### config.mk
export PLATFORM = sky130hd
export DESIGN_NAME = readout_packet_deframer_flat
export DESIGN_NICKNAME = d
export VERILOG_FILES = /design/src/rtl/rpd_pkg.sv /design/src/rtl/rpd_if.sv /design/src/rtl/readout_packet_deframer.sv /design/src/rtl/rpd_parse.sv /design/src/rtl/rpd_fifo.sv /design/src/flat_wrapper.sv
export SDC_FILE = /design/constraint.sdc
export NUM_CORES = 1
export LEC_CHECK = 0
export BUFFER_PORTS_ARGS = -buffer_cell sky130_fd_sc_hd__buf_2
export CAP_MARGIN = 20
export CORE_ASPECT_RATIO = 1.75
export CORE_MARGIN = 1.5
export CORE_UTILIZATION = 30
export DETAILED_ROUTE_END_ITERATION = 8
export SLEW_MARGIN = 10
export SYNTH_ARGS = -nofsm -noshare
export SYNTH_HDL_FRONTEND = slang
export SYNTH_HIERARCHICAL = 1
export SYNTH_SLANG_ARGS = --single-unit
### constraint.sdc
create_clock -name clock -period 6.8 [get_ports clock]
set_input_delay 0.34 -clock clock [delete_from_list [all_inputs] [get_ports clock]]
set_output_delay 0.34 -clock clock [all_outputs]
set_load 0.01 [all_outputs]
### src/rtl/rpd_pkg.sv
`timescale 1ns / 1ps
`default_nettype none

package rpd_pkg;

   localparam logic [1:0] KIND_HEADER  = 2'd0;
   localparam logic [1:0] KIND_HIT     = 2'd1;
   localparam logic [1:0] KIND_TRAILER = 2'd2;
   localparam logic [1:0] KIND_ERROR   = 2'd3;

   localparam logic [2:0] ERR_NONE         = 3'd0;
   localparam logic [2:0] ERR_HEADER_FLAG  = 3'd1;
   localparam logic [2:0] ERR_TRAILER_FLAG = 3'd2;
   localparam logic [2:0] ERR_TRIGGER      = 3'd3;
   localparam logic [2:0] ERR_SEQ_FLAG     = 3'd4;

   localparam logic [2:0] HEADER_FLAG  = 3'd6;
   localparam logic [2:0] TRAILER_FLAG = 3'd7;
   localparam logic [3:0] SEQ_FLAG     = 4'd4;

   typedef struct packed {
      logic [1:0]  record_kind;
      logic [2:0]  error_code;
      logic [2:0]  status_or_chip;
      logic [31:0] count_or_frame;
      logic [7:0]  hits_or_channel;
      logic [17:0] time_or_last_count;
      logic [53:0] payload;
      logic [4:0]  board_id;
      logic [4:0]  seq_board_id;
      logic [15:0] packet_index;
   } record_type;

   typedef struct packed {
      logic emit;
      logic halted;
   } parse_status_type;

endpackage

`default_nettype wire

### src/rtl/rpd_if.sv
`timescale 1ns / 1ps
`default_nettype none

interface rpd_req_if;
   logic        valid;
   logic        ready;
   logic [31:0] word;

   modport source (output valid, output word, input ready);
   modport sink (input valid, input word, output ready);
endinterface

interface rpd_rsp_if;
   logic        valid;
   logic        ready;
   logic [1:0]  record_kind;
   logic [2:0]  error_code;
   logic [2:0]  status_or_chip;
   logic [31:0] count_or_frame;
   logic [7:0]  hits_or_channel;
   logic [17:0] time_or_last_count;
   logic [53:0] payload;
   logic [4:0]  board_id;
   logic [4:0]  seq_board_id;
   logic [15:0] packet_index;

   modport source (
      output valid, output record_kind, output error_code, output status_or_chip,
      output count_or_frame, output hits_or_channel, output time_or_last_count,
      output payload, output board_id, output seq_board_id, output packet_index,
      input ready
   );
   modport sink (
      input valid, input record_kind, input error_code, input status_or_chip,
      input count_or_frame, input hits_or_channel, input time_or_last_count,
      input payload, input board_id, input seq_board_id, input packet_index,
      output ready
   );
endinterface

`default_nettype wire

### src/rtl/readout_packet_deframer.sv
// Readout packet deframer.
//
// req_chan carries one 32-bit packet word per transaction, first byte in the
// most significant bits. rsp_chan carries one record per transaction: header,
// hit, trailer or error, each with the fields of its kind and zero elsewhere.
// Records stream out as soon as the word that completes them arrives.
//
// An accepted word is held in an input register, decoded by the packet parser
// against its saved state, and any record it completes is written to a
// two-entry output queue. A record is therefore presented once its last word
// has passed the input register and been written to the queue. One word is
// taken every cycle as long as the queue has room; the queue depth of two lets
// a record wait for the receiver while the next word is still accepted.
//
// When the receiver stalls, the queue fills and req_chan.ready falls once the
// input register cannot move on; nothing is dropped. After an error record the
// parser halts: further words are accepted and discarded until reset.
// Reset (synchronous, active high) empties the queue and returns the parser to
// waiting for the first header word with a packet count of zero.
`timescale 1ns / 1ps
`default_nettype none

module readout_packet_deframer (
   input  wire        clock,
   input  wire        reset,
   rpd_req_if.sink    req_chan,
   rpd_rsp_if.source  rsp_chan
);

   logic                       in_valid_ff, in_valid_in;
   logic [31:0]                in_word_ff;
   logic                       step;
   logic                       queue_not_full;
   logic                       queue_not_empty;
   logic [1:0]                 queue_fill;
   rpd_pkg::record_type        parse_rec;
   rpd_pkg::record_type        head_rec;
   rpd_pkg::parse_status_type  parse_status;

   // The held word moves on whenever the queue can take a record.
   assign step           = in_valid_ff && queue_not_full;
   assign req_chan.ready = !in_valid_ff || queue_not_full;

   always_comb begin
      in_valid_in = in_valid_ff;
      if (req_chan.valid && req_chan.ready) begin
         in_valid_in = 1'b1;
      end else if (step) begin
         in_valid_in = 1'b0;
      end
   end

   always_ff @(posedge clock) begin
      if (reset) begin
         in_valid_ff <= 1'b0;
      end else begin
         in_valid_ff <= in_valid_in;
      end
   end

   always_ff @(posedge clock) begin
      if (req_chan.valid && req_chan.ready) begin
         in_word_ff <= req_chan.word;
      end
   end

   rpd_parse u_parse (
      .clock  (clock),
      .reset  (reset),
      .step   (step),
      .word   (in_word_ff),
      .rec    (parse_rec),
      .status (parse_status)
   );

   rpd_fifo u_fifo (
      .clock     (clock),
      .reset     (reset),
      .push      (step && parse_status.emit),
      .push_rec  (parse_rec),
      .not_full  (queue_not_full),
      .pop       (rsp_chan.ready),
      .not_empty (queue_not_empty),
      .head_rec  (head_rec),
      .fill      (queue_fill)
   );

   assign rsp_chan.valid              = queue_not_empty;
   assign rsp_chan.record_kind        = head_rec.record_kind;
   assign rsp_chan.error_code         = head_rec.error_code;
   assign rsp_chan.status_or_chip     = head_rec.status_or_chip;
   assign rsp_chan.count_or_frame     = head_rec.count_or_frame;
   assign rsp_chan.hits_or_channel    = head_rec.hits_or_channel;
   assign rsp_chan.time_or_last_count = head_rec.time_or_last_count;
   assign rsp_chan.payload            = head_rec.payload;
   assign rsp_chan.board_id           = head_rec.board_id;
   assign rsp_chan.seq_board_id       = head_rec.seq_board_id;
   assign rsp_chan.packet_index       = head_rec.packet_index;

   // A halted parser never produces another record.
   a_no_emit_when_halted : assert property (@(posedge clock) disable iff (reset)
      !(parse_status.halted && parse_status.emit))
      else $error("record produced while halted");

   // The halt is only left through reset.
   a_halt_sticky : assert property (@(posedge clock) disable iff (reset)
      parse_status.halted |=> parse_status.halted)
      else $error("halt cleared without reset");

   // Error records and only error records carry an error code.
   a_error_code : assert property (@(posedge clock) disable iff (reset)
      rsp_chan.valid |->
         ((rsp_chan.record_kind == rpd_pkg::KIND_ERROR) ==
          (rsp_chan.error_code != rpd_pkg::ERR_NONE)))
      else $error("error code does not match record kind");

   // The output queue never holds more than its two entries.
   a_queue_bound : assert property (@(posedge clock) disable iff (reset)
      queue_fill != 2'd3)
      else $error("output queue overfilled");

endmodule

`default_nettype wire

### src/rtl/rpd_parse.sv
`timescale 1ns / 1ps
`default_nettype none

module rpd_parse (
   input  wire                          clock,
   input  wire                          reset,
   input  wire                          step,
   input  wire [31:0]                   word,
   output rpd_pkg::record_type          rec,
   output rpd_pkg::parse_status_type    status
);

   localparam logic [2:0] PH_HEAD0 = 3'd0;
   localparam logic [2:0] PH_HEAD1 = 3'd1;
   localparam logic [2:0] PH_DATA0 = 3'd2;
   localparam logic [2:0] PH_DATA1 = 3'd3;
   localparam logic [2:0] PH_TRL0  = 3'd4;
   localparam logic [2:0] PH_TRL1  = 3'd5;
   localparam logic [2:0] PH_SEQ0  = 3'd6;
   localparam logic [2:0] PH_SEQ1  = 3'd7;

   logic [2:0]  phase_ff, phase_in;
   logic        halted_ff, halted_in;
   logic [7:0]  hits_left_ff, hits_left_in;
   logic [28:0] header_saved_ff, header_saved_in;
   logic [2:0]  trigger_low_ff, trigger_low_in;
   logic [29:0] hit_saved_ff, hit_saved_in;
   logic [28:0] trailer_first_ff, trailer_first_in;
   logic [26:0] trailer_second_ff, trailer_second_in;
   logic [24:0] sequence_first_ff, sequence_first_in;
   logic [15:0] packet_counter_ff, packet_counter_in;
   logic        emit;
   logic        fail;
   logic [2:0]  fail_code;

   always_comb begin
      phase_in          = phase_ff;
      halted_in         = halted_ff;
      hits_left_in      = hits_left_ff;
      header_saved_in   = header_saved_ff;
      trigger_low_in    = trigger_low_ff;
      hit_saved_in      = hit_saved_ff;
      trailer_first_in  = trailer_first_ff;
      trailer_second_in = trailer_second_ff;
      sequence_first_in = sequence_first_ff;
      packet_counter_in = packet_counter_ff;
      emit              = 1'b0;
      fail              = 1'b0;
      fail_code         = rpd_pkg::ERR_NONE;
      rec               = '0;
      rec.packet_index  = packet_counter_ff;

      case (phase_ff)
         PH_HEAD0: begin
            if (word[31:29] != rpd_pkg::HEADER_FLAG) begin
               fail      = 1'b1;
               fail_code = rpd_pkg::ERR_HEADER_FLAG;
            end else begin
               header_saved_in = word[28:0];
               phase_in        = PH_HEAD1;
            end
         end
         PH_HEAD1: begin
            emit                   = 1'b1;
            rec.record_kind        = rpd_pkg::KIND_HEADER;
            rec.status_or_chip     = header_saved_ff[28:26];
            rec.count_or_frame     = {header_saved_ff[25:0], word[29:24]};
            rec.hits_or_channel    = word[23:16];
            rec.time_or_last_count = {2'b00, word[15:0]};
            trigger_low_in         = word[26:24];
            hits_left_in           = word[23:16];
            phase_in               = (word[23:16] != 8'd0) ? PH_DATA0 : PH_TRL0;
         end
         PH_DATA0: begin
            hit_saved_in = word[29:0];
            phase_in     = PH_DATA1;
         end
         PH_DATA1: begin
            emit               = 1'b1;
            rec.record_kind    = rpd_pkg::KIND_HIT;
            rec.status_or_chip = hit_saved_ff[29:27];
            rec.count_or_frame = {29'd0, hit_saved_ff[26:24]};
            rec.payload        = {hit_saved_ff[23:0], word[29:0]};
            hits_left_in       = hits_left_ff - 8'd1;
            // The last pair is the one that brings the count from one to zero.
            phase_in           = (hits_left_ff != 8'd1) ? PH_DATA0 : PH_TRL0;
         end
         PH_TRL0: begin
            if (word[31:29] != rpd_pkg::TRAILER_FLAG) begin
               fail      = 1'b1;
               fail_code = rpd_pkg::ERR_TRAILER_FLAG;
            end else begin
               trailer_first_in = word[28:0];
               phase_in         = PH_TRL1;
            end
         end
         PH_TRL1: begin
            if (word[26:24] != trigger_low_ff) begin
               fail      = 1'b1;
               fail_code = rpd_pkg::ERR_TRIGGER;
            end else begin
               trailer_second_in = {word[29:27], word[23:0]};
               phase_in          = PH_SEQ0;
            end
         end
         PH_SEQ0: begin
            if (word[31:28] != rpd_pkg::SEQ_FLAG) begin
               fail      = 1'b1;
               fail_code = rpd_pkg::ERR_SEQ_FLAG;
            end else begin
               sequence_first_in = word[24:0];
               phase_in          = PH_SEQ1;
            end
         end
         PH_SEQ1: begin
            if (word[31:28] != rpd_pkg::SEQ_FLAG) begin
               fail      = 1'b1;
               fail_code = rpd_pkg::ERR_SEQ_FLAG;
            end else begin
               emit                   = 1'b1;
               rec.record_kind        = rpd_pkg::KIND_TRAILER;
               rec.status_or_chip     = trailer_second_ff[26:24];
               rec.count_or_frame     = {8'd0, trailer_first_ff[28:5]};
               rec.hits_or_channel    = {2'b00, trailer_second_ff[23:18]};
               rec.time_or_last_count = trailer_second_ff[17:0];
               rec.payload            = {6'd0, sequence_first_ff[19:0], word[27:0]};
               rec.board_id           = trailer_first_ff[4:0];
               rec.seq_board_id       = sequence_first_ff[24:20];
               packet_counter_in      = packet_counter_ff + 16'd1;
               phase_in               = PH_HEAD0;
            end
         end
         default: begin
            phase_in = PH_HEAD0;
         end
      endcase

      // An error record carries only its kind, its code and the packet index.
      if (fail) begin
         emit             = 1'b1;
         halted_in        = 1'b1;
         rec              = '0;
         rec.record_kind  = rpd_pkg::KIND_ERROR;
         rec.error_code   = fail_code;
         rec.packet_index = packet_counter_ff;
      end

      // Once halted, words are consumed and dropped until reset.
      if (halted_ff) begin
         emit              = 1'b0;
         phase_in          = phase_ff;
         halted_in         = 1'b1;
         hits_left_in      = hits_left_ff;
         header_saved_in   = header_saved_ff;
         trigger_low_in    = trigger_low_ff;
         hit_saved_in      = hit_saved_ff;
         trailer_first_in  = trailer_first_ff;
         trailer_second_in = trailer_second_ff;
         sequence_first_in = sequence_first_ff;
         packet_counter_in = packet_counter_ff;
      end
   end

   always_ff @(posedge clock) begin
      if (reset) begin
         phase_ff          <= PH_HEAD0;
         halted_ff         <= 1'b0;
         hits_left_ff      <= '0;
         header_saved_ff   <= '0;
         trigger_low_ff    <= '0;
         hit_saved_ff      <= '0;
         trailer_first_ff  <= '0;
         trailer_second_ff <= '0;
         sequence_first_ff <= '0;
         packet_counter_ff <= '0;
      end else if (step) begin
         phase_ff          <= phase_in;
         halted_ff         <= halted_in;
         hits_left_ff      <= hits_left_in;
         header_saved_ff   <= header_saved_in;
         trigger_low_ff    <= trigger_low_in;
         hit_saved_ff      <= hit_saved_in;
         trailer_first_ff  <= trailer_first_in;
         trailer_second_ff <= trailer_second_in;
         sequence_first_ff <= sequence_first_in;
         packet_counter_ff <= packet_counter_in;
      end
   end

   assign status.emit   = emit;
   assign status.halted = halted_ff;

endmodule

`default_nettype wire

### src/rtl/rpd_fifo.sv
`timescale 1ns / 1ps
`default_nettype none

module rpd_fifo (
   input  wire                   clock,
   input  wire                   reset,
   input  wire                   push,
   input  wire rpd_pkg::record_type push_rec,
   output logic                  not_full,
   input  wire                   pop,
   output logic                  not_empty,
   output rpd_pkg::record_type   head_rec,
   output logic [1:0]            fill
);

   rpd_pkg::record_type entry_ff [2];
   logic       wr_ptr_ff, wr_ptr_in;
   logic       rd_ptr_ff, rd_ptr_in;
   logic [1:0] count_ff, count_in;
   logic       do_push, do_pop;

   assign not_full  = (count_ff != 2'd2);
   assign not_empty = (count_ff != 2'd0);
   assign do_push   = push && not_full;
   assign do_pop    = pop && not_empty;
   assign head_rec  = entry_ff[rd_ptr_ff];
   assign fill      = count_ff;

   always_comb begin
      wr_ptr_in = wr_ptr_ff ^ do_push;
      rd_ptr_in = rd_ptr_ff ^ do_pop;
      count_in  = count_ff;
      if (do_push && !do_pop) begin
         count_in = count_ff + 2'd1;
      end else if (do_pop && !do_push) begin
         count_in = count_ff - 2'd1;
      end
   end

   always_ff @(posedge clock) begin
      if (do_push) begin
         entry_ff[wr_ptr_ff] <= push_rec;
      end
   end

   always_ff @(posedge clock) begin
      if (reset) begin
         wr_ptr_ff <= 1'b0;
         rd_ptr_ff <= 1'b0;
         count_ff  <= 2'd0;
      end else begin
         wr_ptr_ff <= wr_ptr_in;
         rd_ptr_ff <= rd_ptr_in;
         count_ff  <= count_in;
      end
   end

endmodule

`default_nettype wire
### src/flat_wrapper.sv
// flat-port wrapper written by rule: the top's interface ports become plain ports
module readout_packet_deframer_flat 
  (clock, reset, req_chan_valid, req_chan_word, req_chan_ready, rsp_chan_valid, rsp_chan_record_kind, rsp_chan_error_code, rsp_chan_status_or_chip, rsp_chan_count_or_frame, rsp_chan_hits_or_channel, rsp_chan_time_or_last_count, rsp_chan_payload, rsp_chan_board_id, rsp_chan_seq_board_id, rsp_chan_packet_index, rsp_chan_ready);
  rpd_req_if req_chan_i ();
  rpd_rsp_if rsp_chan_i ();
  input  wire clock;
  input  wire reset;
  input wire logic [$bits(req_chan_i.valid)-1:0] req_chan_valid;
  input wire logic [$bits(req_chan_i.word)-1:0] req_chan_word;
  output wire logic [$bits(req_chan_i.ready)-1:0] req_chan_ready;
  output wire logic [$bits(rsp_chan_i.valid)-1:0] rsp_chan_valid;
  output wire logic [$bits(rsp_chan_i.record_kind)-1:0] rsp_chan_record_kind;
  output wire logic [$bits(rsp_chan_i.error_code)-1:0] rsp_chan_error_code;
  output wire logic [$bits(rsp_chan_i.status_or_chip)-1:0] rsp_chan_status_or_chip;
  output wire logic [$bits(rsp_chan_i.count_or_frame)-1:0] rsp_chan_count_or_frame;
  output wire logic [$bits(rsp_chan_i.hits_or_channel)-1:0] rsp_chan_hits_or_channel;
  output wire logic [$bits(rsp_chan_i.time_or_last_count)-1:0] rsp_chan_time_or_last_count;
  output wire logic [$bits(rsp_chan_i.payload)-1:0] rsp_chan_payload;
  output wire logic [$bits(rsp_chan_i.board_id)-1:0] rsp_chan_board_id;
  output wire logic [$bits(rsp_chan_i.seq_board_id)-1:0] rsp_chan_seq_board_id;
  output wire logic [$bits(rsp_chan_i.packet_index)-1:0] rsp_chan_packet_index;
  input wire logic [$bits(rsp_chan_i.ready)-1:0] rsp_chan_ready;
  assign req_chan_i.valid = req_chan_valid;
  assign req_chan_i.word = req_chan_word;
  assign req_chan_ready = req_chan_i.ready;
  assign rsp_chan_valid = rsp_chan_i.valid;
  assign rsp_chan_record_kind = rsp_chan_i.record_kind;
  assign rsp_chan_error_code = rsp_chan_i.error_code;
  assign rsp_chan_status_or_chip = rsp_chan_i.status_or_chip;
  assign rsp_chan_count_or_frame = rsp_chan_i.count_or_frame;
  assign rsp_chan_hits_or_channel = rsp_chan_i.hits_or_channel;
  assign rsp_chan_time_or_last_count = rsp_chan_i.time_or_last_count;
  assign rsp_chan_payload = rsp_chan_i.payload;
  assign rsp_chan_board_id = rsp_chan_i.board_id;
  assign rsp_chan_seq_board_id = rsp_chan_i.seq_board_id;
  assign rsp_chan_packet_index = rsp_chan_i.packet_index;
  assign rsp_chan_i.ready = rsp_chan_ready;
  readout_packet_deframer u_core (.clock(clock), .reset(reset), .req_chan(req_chan_i), .rsp_chan(rsp_chan_i));
endmodule
==> results of run 1 <==
-- worst max-delay path by stage --
stage	endpoint	slack, ps	cells after the start
floorplan	u_core/u_fifo/entry_ff[1][0]	600	9
global placement	u_core/u_fifo/entry_ff[1][76]	2270	8
detailed placement	u_core/u_fifo/entry_ff[0][123]	2050	8
CTS	u_core/u_fifo/entry_ff[0][76]	2030	8
global route	u_core/u_fifo/entry_ff[1][76]	2960	9
finish	u_core/u_fifo/entry_ff[1][130]	3200	9
-- per-stage QoR --
step                instance area (um^2)  worst slack (ps)
floorplan                          19660             605.0
global placement                   21260              2275
detailed placement                 21330              2045
CTS                                23180              2034
global route                       23260              2964
finish                             23260              3196
-- flip-flops by register name (all words and copies together), names as in the netlist --
name and cells:
u_core/u_parse/trigger_low_ff 3, u_core/u_parse/header_saved_ff 29, u_core/u_fifo/wr_ptr_ff 1, u_core/u_parse/trailer_first_ff 29, u_core/u_parse/hit_saved_ff 30, u_core/u_fifo/entry_ff 292
u_core/u_parse/halted_ff 1, u_core/u_parse/hits_left_ff 8, u_core/u_parse/sequence_first_ff 25, u_core/u_parse/phase_ff 3, u_core/in_valid_ff 1, u_core/in_word_ff 32
u_core/u_parse/trailer_second_ff 27, u_core/u_fifo/fill 2, u_core/u_fifo/rd_ptr_ff 1, u_core/u_parse/packet_counter_ff 16
-- area by class of cell --
class / instances / area, um^2 / share of cell area
Tap cell: 819 / 1025 / 0.04405
Inverter: 12 / 45.04 / 0.001936
Clock inverter: 23 / 155.1 / 0.006670
Sequential cell: 500 / 13260 / 0.5699
Clock buffer: 63 / 1374 / 0.05906
Timing Repair Buffer: 241 / 1558 / 0.06697
Multi-Input combinational cell: 913 / 5848 / 0.2514
-- critical path: cells and delay by family (launching register included) --
| family | cells | cell delay, ps |
|---|---|---|
| buffers and inverters | 2 | 750 |
| and+or+nand+nor | 4 | 1040 |
| AOI/OAI and AO/OA | 2 | 430 |
| adders and majority gates | 1 | 460 |
| DFF | 1 | 560 |
-- layout by cell type, fill, tap and decap left out, drive strengths merged, types with 7 or more instances in the layout --
| master | count |
|---|---|
| nand4 | 7 |
| clkbuf | 64 |
| a22o | 64 |
| clkinv | 21 |
| dfxtp | 176 |
| buf | 207 |
| or3 | 9 |
| o31ai | 9 |
| dlygate4sd3 | 33 |
| inv | 12 |
| nand3 | 41 |
| mux2 | 147 |
| or4 | 10 |
| o21ai | 41 |
| and2 | 65 |
| nand2 | 255 |
| a21oi | 167 |
| nor2 | 15 |
| edfxtp | 324 |
-- power by group through the flow --
stage / Combinational, mW / Clock, mW / Sequential, mW
after global routing: 1.20 / 2.74 / 3.56
after detailed placement: 1.13 / 0 / 3.62
after CTS: 1.15 / 2.63 / 3.55
after global placement: 1.12 / 0 / 3.61
after floorplan: 0.728 / 0 / 3.54
final: 1.12 / 2.57 / 3.54
-- per-layer routing --
metal	vias up	wire length, um
li1	5939	-
met1	6269	20430
met2	430	28390
met3	97	2722
met4	0	2212
met5	-	0
-- repair_timing --
item | in CTS | in global routing
setup endpoints to repair | 0 | 0
resized for setup | 0 | 0
buffers inserted | 0 | 0
hold buffers | 32 | 1
hold endpoints to repair | 32 | 1
==> out/results.tsv, run 1 <==
metric	value	unit
outcome	finished, final reports clean	
crit_type	flop to flop	
grt_pass1_wl	78960	um
cts_sinks	500	
start_util	0.3024	
finalHoldWorstSlack	180.4	ps
worstRegToRegCells	9	
cts_max_path_buffers	3	
total_power	7.231	mW
max_freq	277.4	MHz
rsz0062_at_grt	false	
reg2reg_slack	3200	ps
power_frac_clock	0.355	
grt_pass1_vias	12490	
wire_per_inst	20.91	um
antenna_cells	0	
finalNonFillerCells	2571	
grt_overflow	0	
syn_nets	1576	
final_core_util	0.3578	
power_frac_seq	0.490	
ioPinCount	184	
relSlewSlack	0.2545	
hold_depth	2	
met2_usage	0.2892	
ir_worst_vdd	0.1863	mV
hold_path_class	input pin to flop	
p_int	5.355	mW
critPathMaxStageDelay	560	ps
power_leakage	7.829	nW
slew_viol_final	0	
crit_fanout	32	
finalSetupTns	0	ps
antenna_found_initial	0	
worst_pin_slew	1115	ps
die_y	341.7	um
ant_nets	0	
critical_path.cell_chain	nor4b_1 > clkbuf_2 > nand2_1 > a21o_1 > a21oi_1 > and3_2 > and2_1 > ha_4 > buf_4	
period_needed	3604	ps
grt_usage	0.1570	
fillCellCount	6252	
drtIter0Drc	941	
routed_wl	53750	um
core_area	65010	um^2
die_x	196.5	um
grt.busiest_layer	met2	
htreeDepth	2	
sw_frac_of_total	0.2595	
hold_end	u_core/u_fifo/rd_ptr_ff	
cts_tree	done	
grtUsageMet3	0.02099	
finalClockSkew	18.21	ps
p_comb_frac	0.154	
fin_crit_sh	0.5300	
crit_start	u_core/in_word_ff[29]	
met1_usage	0.1804	
fin_nets	1756	
hold_start	reset	
clkLatencyLatePin	560	ps
vias	12740	
drt-pass1-iter-count	5	
clk_pin_slew_worst_paths	60	ps
synthCells	1534	
powerDensity	310.9	nW/um^2
avgSynthCellArea	12.82	um^2
crit_required	7010	ps
grt_max_degree	114	
ctsRootBufferMaster	clkbuf_16	
gp_congestion	0.8152	
drive_gt1_frac	0.2580	
slowest_stage	edfxtp_1	
yosys_warnings	6	
synth_area	19660	um^2
post-dp-hpwl	35420	um
port_buffers	183	
num_rows	124	
worst_ep_arrival_time	3810	ps
route.detailed.drc	0	
cts_made_buffers	46	
place_inst	2448	
finalSetupViolCount	0	
p_switching	1.876	mW
dieArea	67140	um^2
regToRegEndpoint	u_core/u_fifo/entry_ff[1][130]	
worstReg2RegStart	u_core/in_word_ff[29]	
vias_per_cell	4.953	
worstSetupStartpointType	flop	
maxCapViolCount	0	
hold_viol	0	
area_growth	18.31	%
worstSetupEndpointType	flop	
Note: power is estimated with default switching activity, not from simulation.
==> run 2, diff against run 1 <==
Clock period 6.8 ns to 3.52 ns, I/O delays scaled along.
==> run 2 against run 1 <==
- highest routed layer unchanged
- routed wire length fell by 0.31%
- worst hold slack got worse by 120 ps
- fmax rose by 14%
- count of clock-buffer cells in the layout rose by 4
- final cell count did not move
- total power rose by 94%
- largest power group unchanged
- critical path depth fell by 1
==> out/results.tsv, run 2 (synthesis gave the netlist of run 1 again) <==
metric	value	unit	change
powerDensity	602.7	nW/um^2	was 310.9 nW/um^2
hold_start	rsp_chan_ready		was reset
largest_reg_flops	292		unchanged
clkLatencyLatePin	570	ps	was 560 ps
finalClockSkew	23.06	ps	was 18.21 ps
reg2reg_slack	350	ps	was 3200 ps
hold_viol	0		unchanged
final_cell_mix	edfxtp_1, nand2_1, buf_2		unchanged
cts_resized	0		unchanged
crit_required	3720	ps	was 7010 ps
hold_depth	4		was 2
hold_path_class	input pin to flop		unchanged
finalSetupTns	0	ps	unchanged
ioPinCount	184		unchanged
fin_ws	346.6	ps	was 3196 ps
fillCellCount	6229		was 6252
critPathMaxStageDelay	560	ps	about the same
drtIter0Drc	931		was 941
cts_tree	done		unchanged
die_x	196.5	um	unchanged
ir_worst_vdd	0.3556	mV	was 0.1863 mV
power_frac_clock	0.359		was 0.355
regToRegEndpoint	u_core/u_fifo/entry_ff[1][32]		was u_core/u_fifo/entry_ff[1][130]
dieArea	67140	um^2	unchanged
critPathTopFamily	simple AND/OR/NAND/NOR gates		unchanged
worstRegToRegCells	8		was 9
finalSetupViolCount	0		unchanged
worstReg2RegStart	u_core/in_word_ff[28]		was u_core/in_word_ff[29]
cts_sinks	500		unchanged
die_y	341.7	um	unchanged
top_regs	u_core/u_fifo/entry_ff: 292 flops, u_core/in_word_ff: 32 flops, u_core/u_parse/hit_saved_ff: 30 flops		unchanged
gp_congestion	0.8151		was 0.8152
maxCapViolCount	0		unchanged
max_flop_register	u_core/u_fifo/entry_ff		unchanged
critical_path.cell_chain	nor4b_4 > nand2_1 > a21o_1 > a21oi_1 > and3_2 > and2_1 > ha_4 > buf_12		was nor4b_1 > clkbuf_2 > nand2_1 > a21o_1 > a21oi_1 > and3_2 > and2_1 > ha_4 > buf_4
relSlewSlack	0.2738		was 0.2545
area_growth	18.33	%	was 18.31%
crit_fanout	79		was 32
wire_per_inst	20.84	um	was 20.91 um
drt-pass1-iter-count	6		was 5
antenna_cells	0		unchanged
vias	12770		was 12740
clk_pin_slew_worst_paths	60	ps	about the same
htreeDepth	2		unchanged
final_core_util	0.3579		was 0.3578
slowest_stage	edfxtp_1		unchanged
core_area	65010	um^2	unchanged
grt_max_degree	107		was 114
crit_type	flop to flop		unchanged
p_int	10.41	mW	was 5.355 mW
max_freq	315.1	MHz	was 277.4 MHz
vias_per_cell	4.965		was 4.953
ctsRootBufferMaster	clkbuf_16		unchanged
worst-path-buf-inv	1		was 2
ant_nets	0		unchanged
fin_nets	1758		was 1756
power_frac_seq	0.486		was 0.490
post_cts_buffers	0		unchanged
route.detailed.drc	0		unchanged
worst_pin_slew	1086	ps	was 1115 ps
slew_viol_final	0		unchanged
port_buffers	183		unchanged
routed_wl	53580	um	was 53750 um
start_util	0.3024		unchanged
drive_gt1_frac	0.2557		was 0.2580
total_power	14.02	mW	was 7.231 mW
worst_ep_arrival_time	3370	ps	was 3810 ps
cts_made_buffers	45		was 46
power_leakage	7.808	nW	was 7.829 nW
grt_usage	0.1578		was 0.1570
layout_commonest_cell	edfxtp_1		unchanged
worstSetupStartpointType	flop		unchanged
post-place-ws	351.7	ps	was 2045 ps
worstSetupEndpointType	flop		unchanged
rsz0062_at_grt	false		unchanged
grt_pass1_wl	80670	um	was 78960 um
period_needed	3173	ps	was 3604 ps
cts_max_path_buffers	3		unchanged
sw_frac_of_total	0.2574		was 0.2595
grt_pass1_vias	12980		was 12490
grt_overflow	0		unchanged
fin_crit_sh	0.9015		was 0.5300
p_switching	3.609	mW	was 1.876 mW
outcome	finished, final reports clean		unchanged
antenna_found_initial	0		unchanged
num_rows	124		unchanged
post-dp-hpwl	35350	um	was 35420 um
p_comb_frac	0.155		was 0.154
hold_end	u_core/u_fifo/rd_ptr_ff		unchanged
[run 2: cell types whose count changed in the layout (fill, tap and decap cells not counted), moves of 3 or more]
cell | previous run | this run
buf_12 | 2 | 6
clkinv_2 | 15 | 6
clkbuf_1 | 5 | 12
buf_4 | 16 | 22
buf_16 | 4 | 0
clkinv_4 | 3 | 0
[run 2: metrics by stage]
stage                     std cells  instance area [um^2]  hold WS [ps]
after floorplan                1534                 19700         238.4
after detailed placement       2455                 21410         355.1
after global routing           2571                 23270         91.71
after CTS                      2571                 23270         43.70
final                          2571                 23270         58.66
after global placement         2455                 21410         351.9
[run 2: how the worst max path moves through the flow]
stage                               start                            end  slack [ps]  cells past startpoint
finish              u_core/in_word_ff[28]  u_core/u_fifo/entry_ff[1][32]         350                      8
detailed placement  u_core/in_word_ff[28]  u_core/u_fifo/entry_ff[0][32]         350                      8
floorplan           u_core/in_word_ff[29]   u_core/u_fifo/entry_ff[0][0]          20                      9
global placement    u_core/in_word_ff[28]  u_core/u_fifo/entry_ff[0][30]         470                      8
global route        u_core/in_word_ff[28]  u_core/u_fifo/entry_ff[1][84]         150                      8
CTS                 u_core/in_word_ff[28]  u_core/u_fifo/entry_ff[0][32]         320                      8
[run 2: layer usage]
layer,vias to the layer above,track usage,routed length [um]
met5,-,0,0
met4,0,0.07019,2176
met3,110,0.01873,2517
met2,406,0.2865,27910
met1,6325,0.1853,20980
li1,5924,-,-
[run 2: power by group through the flow]
stage	logic, mW	clock network, mW	registers, mW
6_report	2.18	5.03	6.81
5_1_grt	2.35	5.36	6.84
4_1_cts	2.27	5.15	6.82
3_5_place_dp	2.23	0	6.94
3_3_place_gp	2.23	0	6.93
2_1_floorplan	1.42	0	6.80
[run 2: what timing repair did]
action	4_1_cts	5_1_grt
setup endpoints to repair	0	0
hold buffers	33	0
endpoints found under the hold margin	33	0
[run 2: worst reg2reg max path, stage by stage, from the launching register on]
cell and delay, ps:
edfxtp_1 560, nor4b_4 500, nand2_1 260, a21o_1 230
a21oi_1 170, and3_2 180, and2_1 240, ha_4 200
buf_12 330
[run 2: cell type report]
type                            count  area [um^2]  area share
Multi-Input combinational cell    913         5873      0.2524
Inverter                           12        45.04    0.001936
Timing Repair Buffer              244         1538     0.06609
Sequential cell                   500        13260      0.5698
Clock inverter                     16        183.9    0.007905
Tap cell                          819         1025     0.04404
Clock buffer                       67         1345     0.05781
